## config.mk

```make
export PLATFORM = sky130hd
export DESIGN_NAME = ascii_hex_frame_deframer
export DESIGN_NICKNAME = d
export VERILOG_FILES = /design/src/hw/rtl/ahfd_pkg.sv /design/src/hw/rtl/ahfd_parser.sv /design/src/hw/rtl/ahfd_out_reg.sv /design/src/hw/rtl/ascii_hex_frame_deframer.sv
export VERILOG_INCLUDE_DIRS = /design/src /design/src/hw/rtl
export SDC_FILE = /design/constraint.sdc
export NUM_CORES = 1
export LEC_CHECK = 0
export BUFFER_PORTS_ARGS = -buffer_cell sky130_fd_sc_hd__buf_2
export CORE_MARGIN = 1.5
export CORE_UTILIZATION = 47
export CTS_CLUSTER_SIZE = 40
export DETAILED_ROUTE_END_ITERATION = 8
export GPL_TIMING_DRIVEN = 0
export PLACE_DENSITY = 0.66
export SLEW_MARGIN = 40
export SYNTH_ARGS = -nofsm -noshare
export SYNTH_HDL_FRONTEND = slang
export SYNTH_SLANG_ARGS = --single-unit
```

## constraint.sdc

```tcl
create_clock -name aclk -period 5.79 [get_ports aclk]
set_input_delay 0.579 -clock aclk [delete_from_list [all_inputs] [get_ports aclk]]
set_output_delay 0.579 -clock aclk [all_outputs]
set_load 0.03 [all_outputs]
```

## src/hw/rtl/assert_macros.svh

```systemverilog
// Assertion macros shared by the deframer RTL.
// Each macro checks a property on the rising clock edge and is disabled
// while the active-low reset is asserted.
`ifndef ASSERT_MACROS_SVH
`define ASSERT_MACROS_SVH

// Whenever the antecedent holds, the consequent holds in the same cycle.
`define ASSERT_IMPLY(lbl, clk, rst_n, ante, cons, msg) \
    lbl: assert property (@(posedge clk) disable iff (!rst_n) (ante) |-> (cons)) \
        else $error(msg);

// Whenever the antecedent holds, the consequent holds in the next cycle.
`define ASSERT_NEXT(lbl, clk, rst_n, ante, cons, msg) \
    lbl: assert property (@(posedge clk) disable iff (!rst_n) (ante) |=> (cons)) \
        else $error(msg);

`endif

```

## src/hw/rtl/ahfd_pkg.sv

```systemverilog
package ahfd_pkg;

    // Frame start character and frame layout, counted in bytes after the colon.
    localparam logic [7:0] FRAME_START = 8'h3A;
    localparam logic [3:0] POS_IDLE       = 4'd0;
    localparam logic [3:0] POS_INSTR_LAST = 4'd2;
    localparam logic [3:0] POS_VAL1_LAST  = 4'd6;
    localparam logic [3:0] POS_VAL2_LAST  = 4'd10;
    localparam logic [3:0] POS_CSUM_LAST  = 4'd12;
    localparam logic [3:0] POS_TRAILER    = 4'd13;

    // Width of the packed result beat, rounded up to whole bytes.
    localparam int RESULT_BITS = 41;
    localparam int TDATA_BITS  = 48;

    // One decoded frame.
    typedef struct packed {
        logic        checksum_ok;
        logic [15:0] value_two;
        logic [15:0] value_one;
        logic [7:0]  instruction;
    } result_t;

    // Hex character decode: bit 4 set means the character is not a hex digit.
    function automatic logic [4:0] hex_digit(input logic [7:0] c);
        logic [4:0] d;
        d = 5'h10;
        case (c) inside
            [8'h30:8'h39]: d = {1'b0, 4'(c - 8'h30)};
            [8'h61:8'h66]: d = {1'b0, 4'(c - 8'h57)};
            [8'h41:8'h46]: d = {1'b0, 4'(c - 8'h37)};
            default:       d = 5'h10;
        endcase
        return d;
    endfunction

endpackage

```

## src/hw/rtl/ahfd_parser.sv

```systemverilog
`include "assert_macros.svh"

module ahfd_parser (
    input  logic              aclk,
    input  logic              aresetn,
    input  logic              step,        // process byte_in this cycle
    input  logic [7:0]        byte_in,
    output logic              res_valid,   // a frame completes on this step
    output ahfd_pkg::result_t res
);
    import ahfd_pkg::*;

    logic [3:0]  pos_reg,   pos_next;
    logic [7:0]  xor_reg,   xor_next;
    logic [7:0]  instr_reg, instr_next;
    logic [15:0] val1_reg,  val1_next;
    logic [15:0] val2_reg,  val2_next;
    logic [7:0]  csum_reg,  csum_next;
    logic        ended_reg, ended_next;

    logic [4:0]  digit;
    logic        in_frame;
    logic        ended_eff;
    logic        take;

    assign digit    = hex_digit(byte_in);
    assign in_frame = (pos_reg != POS_IDLE) && (pos_reg <= POS_TRAILER);

    // A new field starts at the first byte of each of the four fields.
    assign ended_eff = (pos_reg == 4'd1 || pos_reg == 4'd3 || pos_reg == 4'd7 ||
                        pos_reg == 4'd11) ? 1'b0 : ended_reg;
    assign take      = !ended_eff && !digit[4];

    // Frame update for one byte.
    always_comb begin
        pos_next   = pos_reg;
        xor_next   = xor_reg;
        instr_next = instr_reg;
        val1_next  = val1_reg;
        val2_next  = val2_reg;
        csum_next  = csum_reg;
        ended_next = ended_reg;
        if (step) begin
            if (!in_frame) begin
                pos_next = POS_IDLE;
                if (byte_in == FRAME_START) begin
                    pos_next   = 4'd1;
                    xor_next   = FRAME_START;
                    instr_next = '0;
                    val1_next  = '0;
                    val2_next  = '0;
                    csum_next  = '0;
                    ended_next = 1'b0;
                end
            end else if (pos_reg == POS_TRAILER) begin
                pos_next = POS_IDLE;
            end else begin
                pos_next   = pos_reg + 4'd1;
                ended_next = ended_eff || digit[4];
                if (pos_reg <= POS_VAL2_LAST) begin
                    xor_next = xor_reg ^ byte_in;
                end
                if (take) begin
                    if (pos_reg <= POS_INSTR_LAST) begin
                        instr_next = {instr_reg[3:0], digit[3:0]};
                    end else if (pos_reg <= POS_VAL1_LAST) begin
                        val1_next = {val1_reg[11:0], digit[3:0]};
                    end else if (pos_reg <= POS_VAL2_LAST) begin
                        val2_next = {val2_reg[11:0], digit[3:0]};
                    end else begin
                        csum_next = {csum_reg[3:0], digit[3:0]};
                    end
                end
            end
        end
    end

    // The trailing byte releases the assembled frame.
    assign res_valid       = step && (pos_reg == POS_TRAILER);
    assign res.instruction = instr_reg;
    assign res.value_one   = val1_reg;
    assign res.value_two   = val2_reg;
    assign res.checksum_ok = (xor_reg == csum_reg);

    // Position counter and field registers.
    always_ff @(posedge aclk) begin
        if (!aresetn) begin
            pos_reg   <= POS_IDLE;
            xor_reg   <= '0;
            instr_reg <= '0;
            val1_reg  <= '0;
            val2_reg  <= '0;
            csum_reg  <= '0;
            ended_reg <= 1'b0;
        end else begin
            pos_reg   <= pos_next;
            xor_reg   <= xor_next;
            instr_reg <= instr_next;
            val1_reg  <= val1_next;
            val2_reg  <= val2_next;
            csum_reg  <= csum_next;
            ended_reg <= ended_next;
        end
    end

    `ASSERT_IMPLY(a_pos_range, aclk, aresetn, 1'b1, pos_reg <= POS_TRAILER, "frame position out of range")
    `ASSERT_NEXT(a_done_idle, aclk, aresetn, res_valid, pos_reg == POS_IDLE, "frame did not close after trailer")
    `ASSERT_NEXT(a_start_pos, aclk, aresetn, step && pos_reg == POS_IDLE && byte_in == FRAME_START, pos_reg == 4'd1 && xor_reg == FRAME_START, "colon did not open a frame")

endmodule

```

## src/hw/rtl/ahfd_out_reg.sv

```systemverilog
`include "assert_macros.svh"

module ahfd_out_reg (
    input  logic                            aclk,
    input  logic                            aresetn,
    input  logic                            load,       // capture a result beat
    input  ahfd_pkg::result_t               res,
    output logic                            room,       // register free at this edge
    output logic                            m_axis_tvalid,
    input  logic                            m_axis_tready,
    output logic [ahfd_pkg::TDATA_BITS-1:0] m_axis_tdata
);
    import ahfd_pkg::*;

    logic    valid_reg, valid_next;
    result_t data_reg;

    // The register can take a beat when empty or when its beat leaves now.
    assign room = !valid_reg || m_axis_tready;

    always_comb begin
        valid_next = valid_reg;
        if (load) begin
            valid_next = 1'b1;
        end else if (m_axis_tready) begin
            valid_next = 1'b0;
        end
    end

    // Valid flag is reset; the payload is not.
    always_ff @(posedge aclk) begin
        if (!aresetn) begin
            valid_reg <= 1'b0;
        end else begin
            valid_reg <= valid_next;
        end
    end

    always_ff @(posedge aclk) begin
        if (load) begin
            data_reg <= res;
        end
    end

    assign m_axis_tvalid = valid_reg;
    assign m_axis_tdata  = {(TDATA_BITS - RESULT_BITS)'(0), data_reg};

    `ASSERT_IMPLY(a_no_overwrite, aclk, aresetn, load, room, "result beat overwritten while stalled")

endmodule

```

## src/hw/rtl/ascii_hex_frame_deframer.sv

```systemverilog
// ASCII hex frame deframer.
// The slave channel (s_axis_*) carries one received serial byte per beat.
// Bytes outside a frame are dropped until a colon is seen; the colon and the
// next 13 bytes form a frame: two hex characters of instruction, four of
// value one, four of value two, two of checksum and one unchecked trailer.
// The master channel (m_axis_*) carries one beat per complete frame with the
// decoded fields and a flag that tells whether the XOR of the colon and the
// ten instruction and value characters matches the received checksum.
// Throughput is one byte per cycle while the output register has room. A byte
// is held in the input register, then folded into the frame state; the result
// beat is loaded into the output register as the trailing byte is folded in.
// When the receiver stalls, the result beat holds in the output register and
// the byte behind it waits in the input register, so s_axis_tready falls only
// while both are full. Reset (aresetn low, synchronous) empties both
// registers and returns the parser to waiting for a colon.
`include "assert_macros.svh"

module ascii_hex_frame_deframer (
    input  logic        aclk,
    input  logic        aresetn,
    input  logic        s_axis_tvalid,
    output logic        s_axis_tready,
    input  logic [7:0]  s_axis_tdata,   // [7:0] rx_byte
    output logic        m_axis_tvalid,
    input  logic        m_axis_tready,
    output logic [47:0] m_axis_tdata    // [7:0] instruction, [23:8] value_one,
                                        // [39:24] value_two, [40] checksum_ok
);
    import ahfd_pkg::*;

    logic       in_valid_reg, in_valid_next;
    logic [7:0] in_byte_reg;
    logic       room;
    logic       step;
    logic       res_valid;
    result_t    res;

    // A buffered byte is processed whenever the output register has room.
    assign step          = in_valid_reg && room;
    assign s_axis_tready = !in_valid_reg || step;

    always_comb begin
        in_valid_next = in_valid_reg;
        if (s_axis_tvalid && s_axis_tready) begin
            in_valid_next = 1'b1;
        end else if (step) begin
            in_valid_next = 1'b0;
        end
    end

    // Input register.
    always_ff @(posedge aclk) begin
        if (!aresetn) begin
            in_valid_reg <= 1'b0;
        end else begin
            in_valid_reg <= in_valid_next;
        end
    end

    always_ff @(posedge aclk) begin
        if (s_axis_tvalid && s_axis_tready) begin
            in_byte_reg <= s_axis_tdata;
        end
    end

    ahfd_parser u_parser (
        .aclk      (aclk),
        .aresetn   (aresetn),
        .step      (step),
        .byte_in   (in_byte_reg),
        .res_valid (res_valid),
        .res       (res)
    );

    ahfd_out_reg u_out_reg (
        .aclk          (aclk),
        .aresetn       (aresetn),
        .load          (res_valid),
        .res           (res),
        .room          (room),
        .m_axis_tvalid (m_axis_tvalid),
        .m_axis_tready (m_axis_tready),
        .m_axis_tdata  (m_axis_tdata)
    );

    `ASSERT_IMPLY(a_stall_full, aclk, aresetn, !s_axis_tready, in_valid_reg && m_axis_tvalid && !m_axis_tready, "input stalled without a full pipeline")

endmodule

```

### Word level (Yosys, flattened, before mapping)

Cells that the tools add are included.

| storage, ports and cells | value |
|---|---|
| register bits after elaboration | 112 |
| output and inout bits | 50 |

| operators by class | value |
|---|---|
| $add $sub $neg | 4 |
| eq/ne operators | 15 |
| reduce and logical (&&, ||, !) cells | 28 |
| order comparisons | 10 |
| bitwise operators | 1 |
| mux-type cells | 41 |

Operator list:

| cell | number |
|---|---|
| $mux 16 | 12 |
| $mux 8 | 15 |
| $ge 8x7->1 const B | 2 |
| $le 8x7->1 const B | 2 |
| $ne 2x2->1 const B | 8 |
| $mux 5 | 3 |
| $reduce_and 7->1 | 2 |
| $mux 1 | 9 |
| $eq 4x4->1 const B | 2 |
| $eq 8x6->1 const B | 1 |
| $eq 8x8->1 | 1 |
| $ge 8x6->1 const B | 1 |
| $le 4x4->1 const B | 2 |
| $le 8x6->1 const B | 1 |
| $logic_and 1x1->1 | 8 |
| $mux 4 | 2 |
| $sub 4x3->4 const B | 2 |
| $xor 8x8->8 | 1 |
| $logic_or 1x1->1 | 6 |
| $reduce_and 6->1 | 1 |
| $reduce_bool 2->1 | 3 |
| $reduce_and 5->1 | 1 |
| $add 4x1->4 const B | 1 |
| $eq 4x1->1 const B | 1 |
| other kinds (9) | 12 |

### Depth between registers and ports, before layout

Gate-level depths: netlist of run 1.

| depth | value |
|---|---|
| word-level depth | 11 |
| mapped depth | 10 |
| mapped depth without buffers | 8 |

### Hierarchy

A second synthesis of run 1 with hierarchy kept.

| second synthesis, totals | value |
|---|---|
| cell total of the unflattened synthesis | 412 |
| area total of the unflattened synthesis | 4664.5 µm² |

By module, submodules not included:

| module | seq. area each (µm²) | instances | area each (µm²) | cells each |
|---|---|---|---|---|
| ahfd_parser | 1221.2 | 1 | 3022.9 | 345 |
| ahfd_out_reg | 1251.2 | 1 | 1336.3 | 53 |
| ascii_hex_frame_deframer | 260.2 | 1 | 305.3 | 14 |

### Worst setup path after synthesis of run 1

OpenSTA, ideal clock, no wires.

| timing | value |
|---|---|
| kind | in2reg |
| start point | input m_axis_tready |
| end point | register u_out_reg.data_reg, in the netlist u_out_reg.m_axis_tdata[0] (enable) |
| required time | 5.297 ns |
| stages | 4 |
| data arrival time | 3.925 ns |
| path slack | 1.373 ns |
| cell sequence | nand2b_1 and2_0 nand2_1 nor3_1 |

| on the way | value |
|---|---|
| word-level cells in the longest chain between the ends | 3 |

Ends and longest elaborated chain:

| item | line | RTL |
|---|---|---|
| start: declaration | ascii_hex_frame_deframer.sv:25 | `input logic m_axis_tready,` |
| $logic_or 1x1->1 | ahfd_out_reg.sv:19 | `assign room = !valid_reg \|\| m_axis_tready;` |
| $logic_and 1x1->1 | ascii_hex_frame_deframer.sv:39 | `assign step = in_valid_reg && room;` |
| $logic_and 1x1->1 | ahfd_parser.sv:79 | `assign res_valid = step && (pos_reg == POS_TRAILER);` |
| via res_valid | ascii_hex_frame_deframer.sv:35 | `logic res_valid;` |
| end signal: assignment | ahfd_out_reg.sv:41 | `data_reg <= res;` |
| end: declaration | ahfd_out_reg.sv:16 | `result_t data_reg;` |

The timed path passes the listed nets, and every way through them passes these cells.
A chain may end at the register's enable or synchronous reset.

### Worst setup path in the final report of run 1

| timing | value |
|---|---|
| start point | register u_parser.pos_reg[0] |
| end point | register u_out_reg.data_reg, in the netlist u_out_reg.m_axis_tdata[24] (enable) |

| on the way | value |
|---|---|
| word-level cells in the longest chain between the ends | 2 |

Ends and longest elaborated chain:

| item | line | RTL |
|---|---|---|
| start: declaration | ahfd_parser.sv:13 | `logic [3:0] pos_reg, pos_next;` |
| start signal: assignment | ahfd_parser.sv:96 | `pos_reg <= pos_next;` |
| $eq 4x4->1 | ahfd_parser.sv:79 |  |
| $logic_and 1x1->1 | ahfd_parser.sv:79 |  |
| via res_valid | ascii_hex_frame_deframer.sv:35 |  |

The timed path passes the listed nets, and every way through them passes these cells.

==> metrics.cfg, run 1 <==
[setup_path]
cp.required_ps=5890
arrival_ps=2670
critPathMaxFanout=10
worstSetupPathType=reg -> reg
endpoint_kind=register
critPathLaunchType=register

[sta]
period_needed_ps=2560
tightest_slew_ps=715
post-route-period-util=0.443
timing.slew.headroom=0.520
skew_ps=12.4
rsz0062_at_grt=no
fmax_mhz=390
hold_violations=0
final.setup.tns_ps=0
fin_ws_ps=3230
setup_viol=0
drv_slew=0

[cells_and_area]
largest_reg_flops=41
final_cell_mix=nand2_1 (68), buf_2 (63), dfxtp_1 (63)
fillers=882
syn_to_final_growth_pct=14.3
drive_gt1_frac=0.216
final_common_cell=nand2_1
fin_cells=651
finalInstanceArea_mm2=0.00551
diodes=0
utilization=0.559
finalNetCount=529

[run_status]
status=completed

[placed_design]
place_area_mm2=0.00532
hpwl_mm=7.02
io_buffer_count=53
pre_cts_ws_ps=3020
routabilityCongestion=0.835
dp.cells=635

[grt]
grt_pass1_vias=3299
top_usage_layer=met2
grt_max_degree=22
grt_use_met2=0.314
met3_usage=0.0338
grt-ovfl-total=0
use_met1=0.248
grt_pass1_wl_mm=16.5
antenna_found_initial=0
grt_use_total=0.189

[logic_synthesis]
yosysSeqAreaShare=0.567
synth.area.top_cells=edfxtp_1 (31%), dfxtp_1 (26%), mux2i_1 (5.8%)
async_flop_share=0
ys_ff_latch=112
synth_warnings=0
ys_types=59
syn_avg_cell_area_um2=11.0
synthFlopType=dfxtp_1
synth_edf_count=49
synth_area_mm2=0.00482
synth_largest_area_cell=edfxtp_1
synthCells=438
synth_top_area_frac=0.305

[clock_network]
cts_made_buffers=9
ctsHtreeMaxLevel=3
clkSinkCount=112
clk_latency_ps=390
cts-root-buf=clkbuf_8
cts-hold-fix-buffers=0
clk_pin_slew_ps=120
cts_tree=built
postCtsSetupRepairBufs=0
cts_resized=0
ctsLongestPathBuffers=2

[die]
die_h_um=104
core_mm2=0.00986
io-pin-count=62
die_w_um=104
start_util=0.489
die_area_mm2=0.0109
fp-row-count=36

[min_path]
hold_path.class=in -> reg

[power]
p_leak_nw=1.87
powerDensity_mw_per_mm2=243
ir_drop_v=0.000132

[detailed_routing]
drtIter0Drc=168
post_drt_wl_per_cell_um=15.2
drc=0
viasPerCell=5.47
dr.pass1.iters=4
drtAntennaViolNets=0
vias=3561
drt-total-wl_mm=9.92

[flow_run]
maxCapViolations=0

[through the flow]
| stage | power [mW] | hold slack (ps) |
|---|---|---|
| floorplan | 0.881 | 408 |
| global placement | 0.893 | 416 |
| detailed placement | 0.895 | 420 |
| CTS | 1.35 | 349 |
| global route | 1.39 | 340 |
| finish | 1.34 | 354 |
[metal layers]
metal	up-vias	share of wire
met5	-	0
met3	11	0.045
met1	1704	0.46
met2	93	0.48
li1	1753	-
met4	0	0.014
[synthesized netlist by cell type, drive strengths merged (2+ instances only)]
| master | number |
|---|---|
| o2111ai | 2 |
| clkbuf | 14 |
| xnor2 | 10 |
| nor2b | 3 |
| nor3 | 4 |
| a21oi | 22 |
| dfxtp | 63 |
| a311o | 7 |
| a31oi | 19 |
| ha | 4 |
| or4 | 5 |
| nand3 | 13 |
| o22ai | 4 |
| a31o | 2 |
| and3 | 7 |
| o21ai | 25 |
| inv | 4 |
| nor2 | 14 |
| nand2 | 68 |
| and2 | 4 |
| nand4b | 2 |
| mux2i | 28 |
| nand4 | 16 |
| o211ai | 2 |
| edfxtp | 49 |
| nand3b | 4 |
| nand2b | 3 |
| buf | 23 |
[power breakdown]
part	switching, mW	leakage, nW	internal, mW
combinational	0.0300	0.827	0.0166
sequential	0.00675	0.948	0.824
clock	0.295	0.0942	0.170
total	0.332	1.87	1.01
[path summary, 6_finish.rpt]
check | from | endpoint | slack, ps | depth (start not counted)
max | u_parser.pos_reg[0] | u_out_reg.m_axis_tdata[24] | 3230 | 6
min | s_axis_tdata[3] | in_byte_reg[3] | 350 | 1
max reg2reg | u_parser.pos_reg[0] | u_out_reg.m_axis_tdata[24] | 3230 | 6
min reg2reg | u_parser.instr_reg[7] | u_out_reg.m_axis_tdata[7] | 450 | 0
[cell families after synthesis]
| group | share of synthesized area |
|---|---|
| muxes | 0.0605 |
| adders and majority gates | 0.0125 |
| AOI/OAI and AO/OA | 0.140 |
| xor gates and xnor gates | 0.0182 |
| other | 0.000778 |
| DFF | 0.567 |
| buffers and inverters | 0.0485 |
| and+or+nand+nor | 0.153 |
[layout make-up]
| cell class | count | area (um2) | area share |
|---|---|---|---|
| sequential | 112 | 2730 | 0.496 |
| multi-input combinational | 291 | 1880 | 0.342 |
| timing repair buffer | 58 | 300 | 0.0545 |
| buffer | 37 | 219 | 0.0397 |
| tap | 133 | 166 | 0.0302 |
| clock buffer | 9 | 124 | 0.0225 |
| clock inverter | 7 | 73.8 | 0.0134 |
| inverter | 4 | 15.0 | 0.00272 |
[critical path, stage by stage (launching register included)]
cell and delay (ps):
dfxtp_1 480, clkbuf_1 390, nand2_1 150, nor3_2 560
buf_2 320, buf_4 200, buf_4 180
Note: power is estimated with default switching activity, not from simulation.
==> run 2: changes to the inputs <==
- ABC_AREA: unset -> 1
- clock period: 5.79 -> 2.5 ns (I/O delays scaled with it)
==> run 2 against run 1 <==
Effect of this change:
- global-route usage shrank 1.2 points
- routed wire length shrank 3.1%
- sequential power grew 140%
- final area grew 4.7%
- non-clock buffer count down 7
- synthesized area increased by 5.1%
- critical endpoint is now u_parser.val2_reg[6]
- die area up 5.0%
- core utilization shrank 0.45 points
- clock power is 140% higher
- combinational power increased to 7.3 times the previous value
==> metrics.cfg, run 2 <==
[run_status]
status=completed  ; unchanged

[sta]
tightest_slew_ps=590  ; was 715 ps
skew_ps=16.5  ; was 12.4 ps
period_needed_ps=2060  ; was 2560 ps
rsz0062_at_grt=no  ; unchanged
fmax_mhz=486  ; was 390 MHz
setup_viol=0  ; unchanged
drv_slew=0  ; unchanged
hold_ws_ps=49.4  ; was 354 ps
hold_violations=0  ; unchanged
post-route-period-util=0.823  ; was 0.443
timing.slew.headroom=0.607  ; was 0.520

[logic_synthesis]
synth_area_mm2=0.00507  ; was 0.00482 mm2
async_flop_share=0  ; unchanged
synth.area.top_cells=edfxtp_1 (29%), dfxtp_1 (25%), nand2_1 (11%)  ; was edfxtp_1 (31%), dfxtp_1 (26%), mux2i_1 (5.8%)
ys_types=33  ; was 59
yosysSeqAreaShare=0.539  ; was 0.567
ys_ff_latch=112  ; unchanged
synth_common_cells=nand2_1 (148), nor2_1 (77), inv_1 (70)  ; was nand2_1 (68), dfxtp_1 (63), edfxtp_1 (49)
synth_warnings=0  ; unchanged
synth.most_common_cell=nand2_1  ; unchanged
synth_largest_area_cell=edfxtp_1  ; unchanged
synth_top_area_frac=0.290  ; was 0.305
syn_avg_cell_area_um2=8.70  ; was 11.0 um2
synth_edf_count=49  ; unchanged
synthFlopType=dfxtp_1  ; unchanged
synthCells=583  ; was 438

[power]
ir_drop_v=0.000308  ; was 0.000132 V
powerDensity_mw_per_mm2=599  ; was 243 mW/mm2
total_power_mw=3.46  ; was 1.34 mW
p_leak_nw=2.50  ; was 1.87 nW

[min_path]
hold_path.class=in -> reg  ; unchanged
worstHoldPathCells=1  ; unchanged
holdCritStartpoint=s_axis_tdata[2]  ; was s_axis_tdata[3]
min_to=in_byte_reg[2]  ; was in_byte_reg[3]

[detailed_routing]
drt-total-wl_mm=9.61  ; was 9.92 mm
post_drt_wl_per_cell_um=12.1  ; was 15.2 um
viasPerCell=4.87  ; was 5.47
drtAntennaViolNets=0  ; unchanged
vias=3877  ; was 3561
drc=0  ; unchanged
drtIter0Drc=185  ; was 168
dr.pass1.iters=4  ; unchanged

[clock_network]
postCtsSetupRepairBufs=0  ; unchanged
cts_resized=0  ; unchanged
clk_pin_slew_ps=110  ; was 120 ps
ctsHtreeMaxLevel=3  ; unchanged
cts-root-buf=clkbuf_8  ; unchanged
cts_tree=built  ; unchanged
cts-hold-fix-buffers=0  ; unchanged
clkSinkCount=112  ; unchanged
cts_made_buffers=9  ; unchanged
clk_latency_ps=380  ; was 390 ps
ctsLongestPathBuffers=2  ; unchanged

[die]
core_mm2=0.0104  ; was 0.00986 mm2
io-pin-count=62  ; unchanged
start_util=0.487  ; was 0.489
die_area_mm2=0.0114  ; was 0.0109 mm2
fp-row-count=37  ; was 36
die_h_um=107  ; was 104 um
die_w_um=107  ; was 104 um

[flow_run]
maxCapViolations=0  ; unchanged

[placed_design]
hpwl_mm=7.14  ; was 7.02 mm
place_area_mm2=0.00557  ; was 0.00532 mm2
io_buffer_count=53  ; unchanged
dp.cells=780  ; was 635
routabilityCongestion=0.835  ; about the same

[setup_path]
cp.required_ps=2820  ; was 5890 ps
r2r_cells=11  ; was 6
critPathMaxFanout=10  ; unchanged
worstSetupPathType=reg -> reg  ; unchanged
arrival_ps=2370  ; was 2670 ps
critPathLaunchType=register  ; unchanged
reg2reg_from=in_byte_reg[0]  ; was u_parser.pos_reg[0]
rr_endpoint=u_parser.val2_reg[6]  ; was u_out_reg.m_axis_tdata[24]
endpoint_kind=register  ; unchanged
r2r_slack_ps=440  ; was 3230 ps

[grt]
grt_use_total=0.178  ; was 0.189
antenna_found_initial=0  ; unchanged
grt_pass1_wl_mm=16.0  ; was 16.5 mm
grt_pass1_vias=3501  ; was 3299
grt-ovfl-total=0  ; unchanged
grt_max_degree=25  ; was 22

[cells_and_area]
finalInstanceArea_mm2=0.00578  ; was 0.00551 mm2
syn_to_final_growth_pct=13.9  ; was 14.3%
final_common_cell=nand2_1  ; unchanged
drive_gt1_frac=0.217  ; was 0.216
diodes=0  ; unchanged
largest_reg_flops=41  ; unchanged
final_cell_mix=nand2_1 (148), nor2_1 (76), inv_1 (70)  ; was nand2_1 (68), buf_2 (63), dfxtp_1 (63)
fin_cells=796  ; was 651
utilization=0.554  ; was 0.559
finalNetCount=671  ; was 529

-- run 2: cell types whose count changed after synthesis, moves of 8 or more --
cell,delta
a21oi_2,+16
a31oi_1,-17
clkbuf_1,-8
inv_1,+66
mux2i_1,-28
nand2_1,+80
nand2_2,+8
nand3_1,+22
nor2_1,+63
o21ai_0,-16
-- run 2: logic make-up (layout without fill, tap and decap cells) --
group,after synthesis,in the layout,synth area share
AND/OR/NAND/NOR,297,297,0.261
flip-flops,112,112,0.539
buffers and inverters,109,180,0.102
AO/OA/AOI/OAI,48,48,0.0669
XOR/XNOR,12,12,0.0207
adder cells (fa/ha/maj),4,4,0.00987
other,1,7,0.000740
-- run 2: cell type report --
class | count | area, um2
sequential | 112 | 2730
inverter | 76 | 285
clock inverter | 7 | 86.3
timing repair buffer | 55 | 295
multi-input combinational | 368 | 1850
tap | 136 | 170
fill | 977 | 4640
buffer | 33 | 233
clock buffer | 9 | 124
-- run 2: power breakdown --
| group | internal [mW] | leakage [nW] | switching, mW | total [mW] |
|---|---|---|---|---|
| Sequential | 1.95 | 0.958 | 0.0436 | 1.99 |
| Clock | 0.483 | 0.103 | 0.643 | 1.13 |
| Combinational | 0.121 | 1.44 | 0.220 | 0.342 |
| Total | 2.55 | 2.50 | 0.907 | 3.46 |
-- run 2: stage by stage --
step | setup WS, ps | TNS, ps
detailed placement | 463 | 0
global route | 255 | 0
CTS | 451 | 0
global placement | -218 | -8870
finish | 443 | 0
floorplan | 298 | 0
-- run 2: worst max-delay path by stage --
stage,from,to,slack (ps)
2_1_floorplan,u_out_reg.m_axis_tvalid,u_out_reg.m_axis_tdata[0],300
3_3_place_gp,u_parser.pos_reg[3],u_out_reg.m_axis_tdata[31],-220
3_5_place_dp,in_byte_reg[0],u_parser.val2_reg[10],460
4_1_cts,in_byte_reg[0],u_parser.val2_reg[10],450
5_1_grt,in_byte_reg[0],u_parser.val2_reg[7],260
6_report,in_byte_reg[0],u_parser.val2_reg[6],440
-- run 2: critical path: stages, from the launching register on --
cell      delay (ps)
edfxtp_1         510
inv_1            190
ha_1             200
nand2_1           60
nand3_1          100
nand2_2          110
nand2_2          100
nand3_1          100
nand2_2          130
buf_2            310
a21oi_2           80
nor2_1           120
-- run 2: per-layer routing --
layer  wire length (um)  vias up  part of all wire  track usage
met2               4580       87              0.48        0.301
met3                334       14             0.035       0.0280
met5                  0        -                 0            0
met1               4510     1798              0.47        0.227
li1                   -     1978                 -            -
met4                180        0             0.019       0.0714
==> run 3: changes to the inputs <==
- clock period: 2.5 -> 1.9 ns (I/O delays scaled with it)
==> run 3 against run 2 <==
Effect of this change:
- first-iteration DRC count fell by 1.1%
- sequential share of layout area down 2.6 points
- sequential cell count unchanged
- maximum frequency up 13%
- final cell count grew 3.4%
- via count grew 2.5%
==> metrics.cfg, run 3 (synthesis gave the netlist of run 2 again) <==
[run_status]
status=completed  ; unchanged

[clock_network]
cts_made_buffers=9  ; unchanged
ctsLongestPathBuffers=2  ; unchanged
cts-root-buf=clkbuf_8  ; unchanged
clk_latency_ps=390  ; was 380 ps
clkSinkCount=112  ; unchanged
clk_pin_slew_ps=100  ; was 110 ps
cts_tree=built  ; unchanged
ctsHtreeMaxLevel=3  ; unchanged

[die]
fp-row-count=37  ; unchanged
die_h_um=107  ; unchanged
die_area_mm2=0.0114  ; unchanged
die_w_um=107  ; unchanged
core_mm2=0.0104  ; unchanged
start_util=0.487  ; unchanged
io-pin-count=62  ; unchanged

[detailed_routing]
drtIter0Drc=183  ; was 185
post_drt_wl_per_cell_um=12.3  ; was 12.1 um
dr.pass1.iters=4  ; unchanged
drc=0  ; unchanged
viasPerCell=4.83  ; was 4.87
drt-total-wl_mm=10.1  ; was 9.61 mm
vias=3973  ; was 3877
drtAntennaViolNets=0  ; unchanged

[sta]
period_needed_ps=1810  ; was 2060 ps
post-route-period-util=0.955  ; was 0.823
hold_violations=0  ; unchanged
timing.slew.headroom=0.602  ; was 0.607
drv_slew=0  ; unchanged
fmax_mhz=551  ; was 486 MHz
setup_viol=0  ; unchanged
tightest_slew_ps=597  ; was 590 ps
skew_ps=17.8  ; was 16.5 ps

[setup_path]
cpMaxStageDelayCell=edfxtp_1  ; unchanged
r2r_cells=11  ; unchanged
startpoint=in_byte_reg[1]  ; was in_byte_reg[0]
reg2reg_from=in_byte_reg[1]  ; was in_byte_reg[0]
critPathMaxFanout=6  ; was 10
critPathBufInv=2  ; unchanged
rr_endpoint=u_parser.instr_reg[1]  ; was u_parser.val2_reg[6]
cpPeakStageDelay_ps=440  ; was 510 ps
cp.required_ps=2180  ; was 2820 ps
critical-path-top-delay-family=simple AND/OR/NAND/NOR gates  ; unchanged
r2r_slack_ps=90  ; was 440 ps
arrival_ps=2090  ; was 2370 ps
cp_cell_sequence=inv_2, ha_1, nand3b_1, nand3_2, nand2_4, nand2_4, nand2_8, nand3_4, buf_4, nor2_1, nor2_1  ; was inv_1, ha_1, nand2_1, nand3_1, nand2_2, nand2_2, nand3_1, nand2_2, buf_2, a21oi_2, nor2_1
critPathLaunchType=register  ; unchanged
endpoint_kind=register  ; unchanged
worstSetupPathType=reg -> reg  ; unchanged

[power]
netSwitchingFraction=0.266  ; was 0.262
total_power_mw=4.58  ; was 3.46 mW
ir_drop_v=0.000461  ; was 0.000308 V
p_switching_mw=1.22  ; was 0.907 mW
p_leak_nw=2.66  ; was 2.50 nW
pwr-share-comb=0.119  ; was 0.099
powerDensity_mw_per_mm2=749  ; was 599 mW/mm2
seq_power_share=0.571  ; was 0.576
power_frac_clock=0.310  ; was 0.325
internal_power_mw=3.37  ; was 2.55 mW

[placed_design]
place_area_mm2=0.00557  ; unchanged
io_buffer_count=53  ; unchanged
routabilityCongestion=0.836  ; was 0.835
hpwl_mm=7.10  ; was 7.14 mm

[cells_and_area]
final_common_cell=nand2_1  ; unchanged
multi_input_area_mm2=0.00194  ; was 0.00185 mm2
fillers=910  ; was 977
syn_to_final_growth_pct=20.7  ; was 13.9%
final-seq-area_mm2=0.00274  ; was 0.00273 mm2
finalNetCount=698  ; was 671
final_cell_mix=nand2_1 (145), nor2_1 (76), inv_1 (68)  ; was nand2_1 (148), nor2_1 (76), inv_1 (70)
finalInstanceArea_mm2=0.00612  ; was 0.00578 mm2
drive_gt1_frac=0.255  ; was 0.217
diodes=0  ; unchanged
largest_reg_flops=41  ; unchanged

[grt]
antenna_found_initial=0  ; unchanged
grt_max_degree=24  ; was 25
grt_pass1_wl_mm=16.1  ; was 16.0 mm
grt-ovfl-total=0  ; unchanged
grt_use_total=0.179  ; was 0.178
grt_pass1_vias=3538  ; was 3501

[flow_run]
maxCapViolations=0  ; unchanged

[min_path]
holdCritStartpoint=s_axis_tvalid  ; was s_axis_tdata[2]
hold_path.class=in -> reg  ; unchanged
worstHoldPathCells=3  ; was 1
min_to=in_valid_reg  ; was in_byte_reg[2]

## run 3: cell types whose count changed in the layout (fill, tap and decap cells not counted), sizes merged
cell / delta
dlygate4sd3: +8
inv: -1
clkbuf: +3
buf: +18
bufinv: -1
## run 3: cell type report
cell class / instances / area share
plain buffers: 33 / 0.0417
clock buffers: 11 / 0.0250
clock inverters: 5 / 0.00777
inverters: 76 / 0.0466
multi-input cells: 368 / 0.318
flip-flops and latches: 112 / 0.447
well taps: 136 / 0.0278
repair buffers: 82 / 0.0863
## run 3: worst max-delay path by stage
| stage | end | slack (ps) | cells past startpoint |
|---|---|---|---|
| after floorplan | u_out_reg.m_axis_tdata[0] | 140 | 3 |
| after global placement | u_out_reg.m_axis_tdata[31] | -190 | 4 |
| after detailed placement | u_parser.val2_reg[2] | -130 | 12 |
| after CTS | u_parser.val1_reg[3] | 7 | 13 |
| after global routing | u_parser.instr_reg[4] | -40 | 13 |
| final | u_parser.instr_reg[1] | 90 | 11 |
## run 3: through the flow
step	setup WS, ps	std cells	TNS, ps	util	hold slack, ps
global route	-43.7	823	-173	0.587	106
floorplan	138	589	0	-	289
CTS	7.32	807	0	0.564	97.1
detailed placement	-126	780	-4290	0.534	368
finish	86.2	823	0	0.587	95.3
global placement	-191	778	-9370	0.531	367
## run 3: power groups by stage
| stage | sequential [mW] | combinational [mW] | clock, mW |
|---|---|---|---|
| after floorplan | 2.66 | 0.363 | 0 |
| final | 2.62 | 0.544 | 1.42 |
| after global routing | 2.63 | 0.603 | 1.55 |
| after global placement | 2.68 | 0.437 | 0 |
| after detailed placement | 2.68 | 0.450 | 0 |
| after CTS | 2.62 | 0.479 | 1.45 |
## run 3: worst min-delay path, cell delays in order
cell	delay [ps]
buf_2	100
nand2_1	80
a21oi_1	60
## run 3: per-layer routing
metal	vias to the layer above	global-route usage	share of wire
met3	19	0.0334	0.040
met2	97	0.297	0.48
met4	0	0.0629	0.020
li1	2029	-	-
met1	1828	0.234	0.46
met5	-	0	0
## run 3: repair_timing
action	CTS	global route
hold buffers	8	0
gates cloned	0	2
buffers inserted	3	14
endpoints found under the hold margin	8	0
endpoints found under the setup margin	53	76
pin swaps	0	12
gates resized for setup	5	26
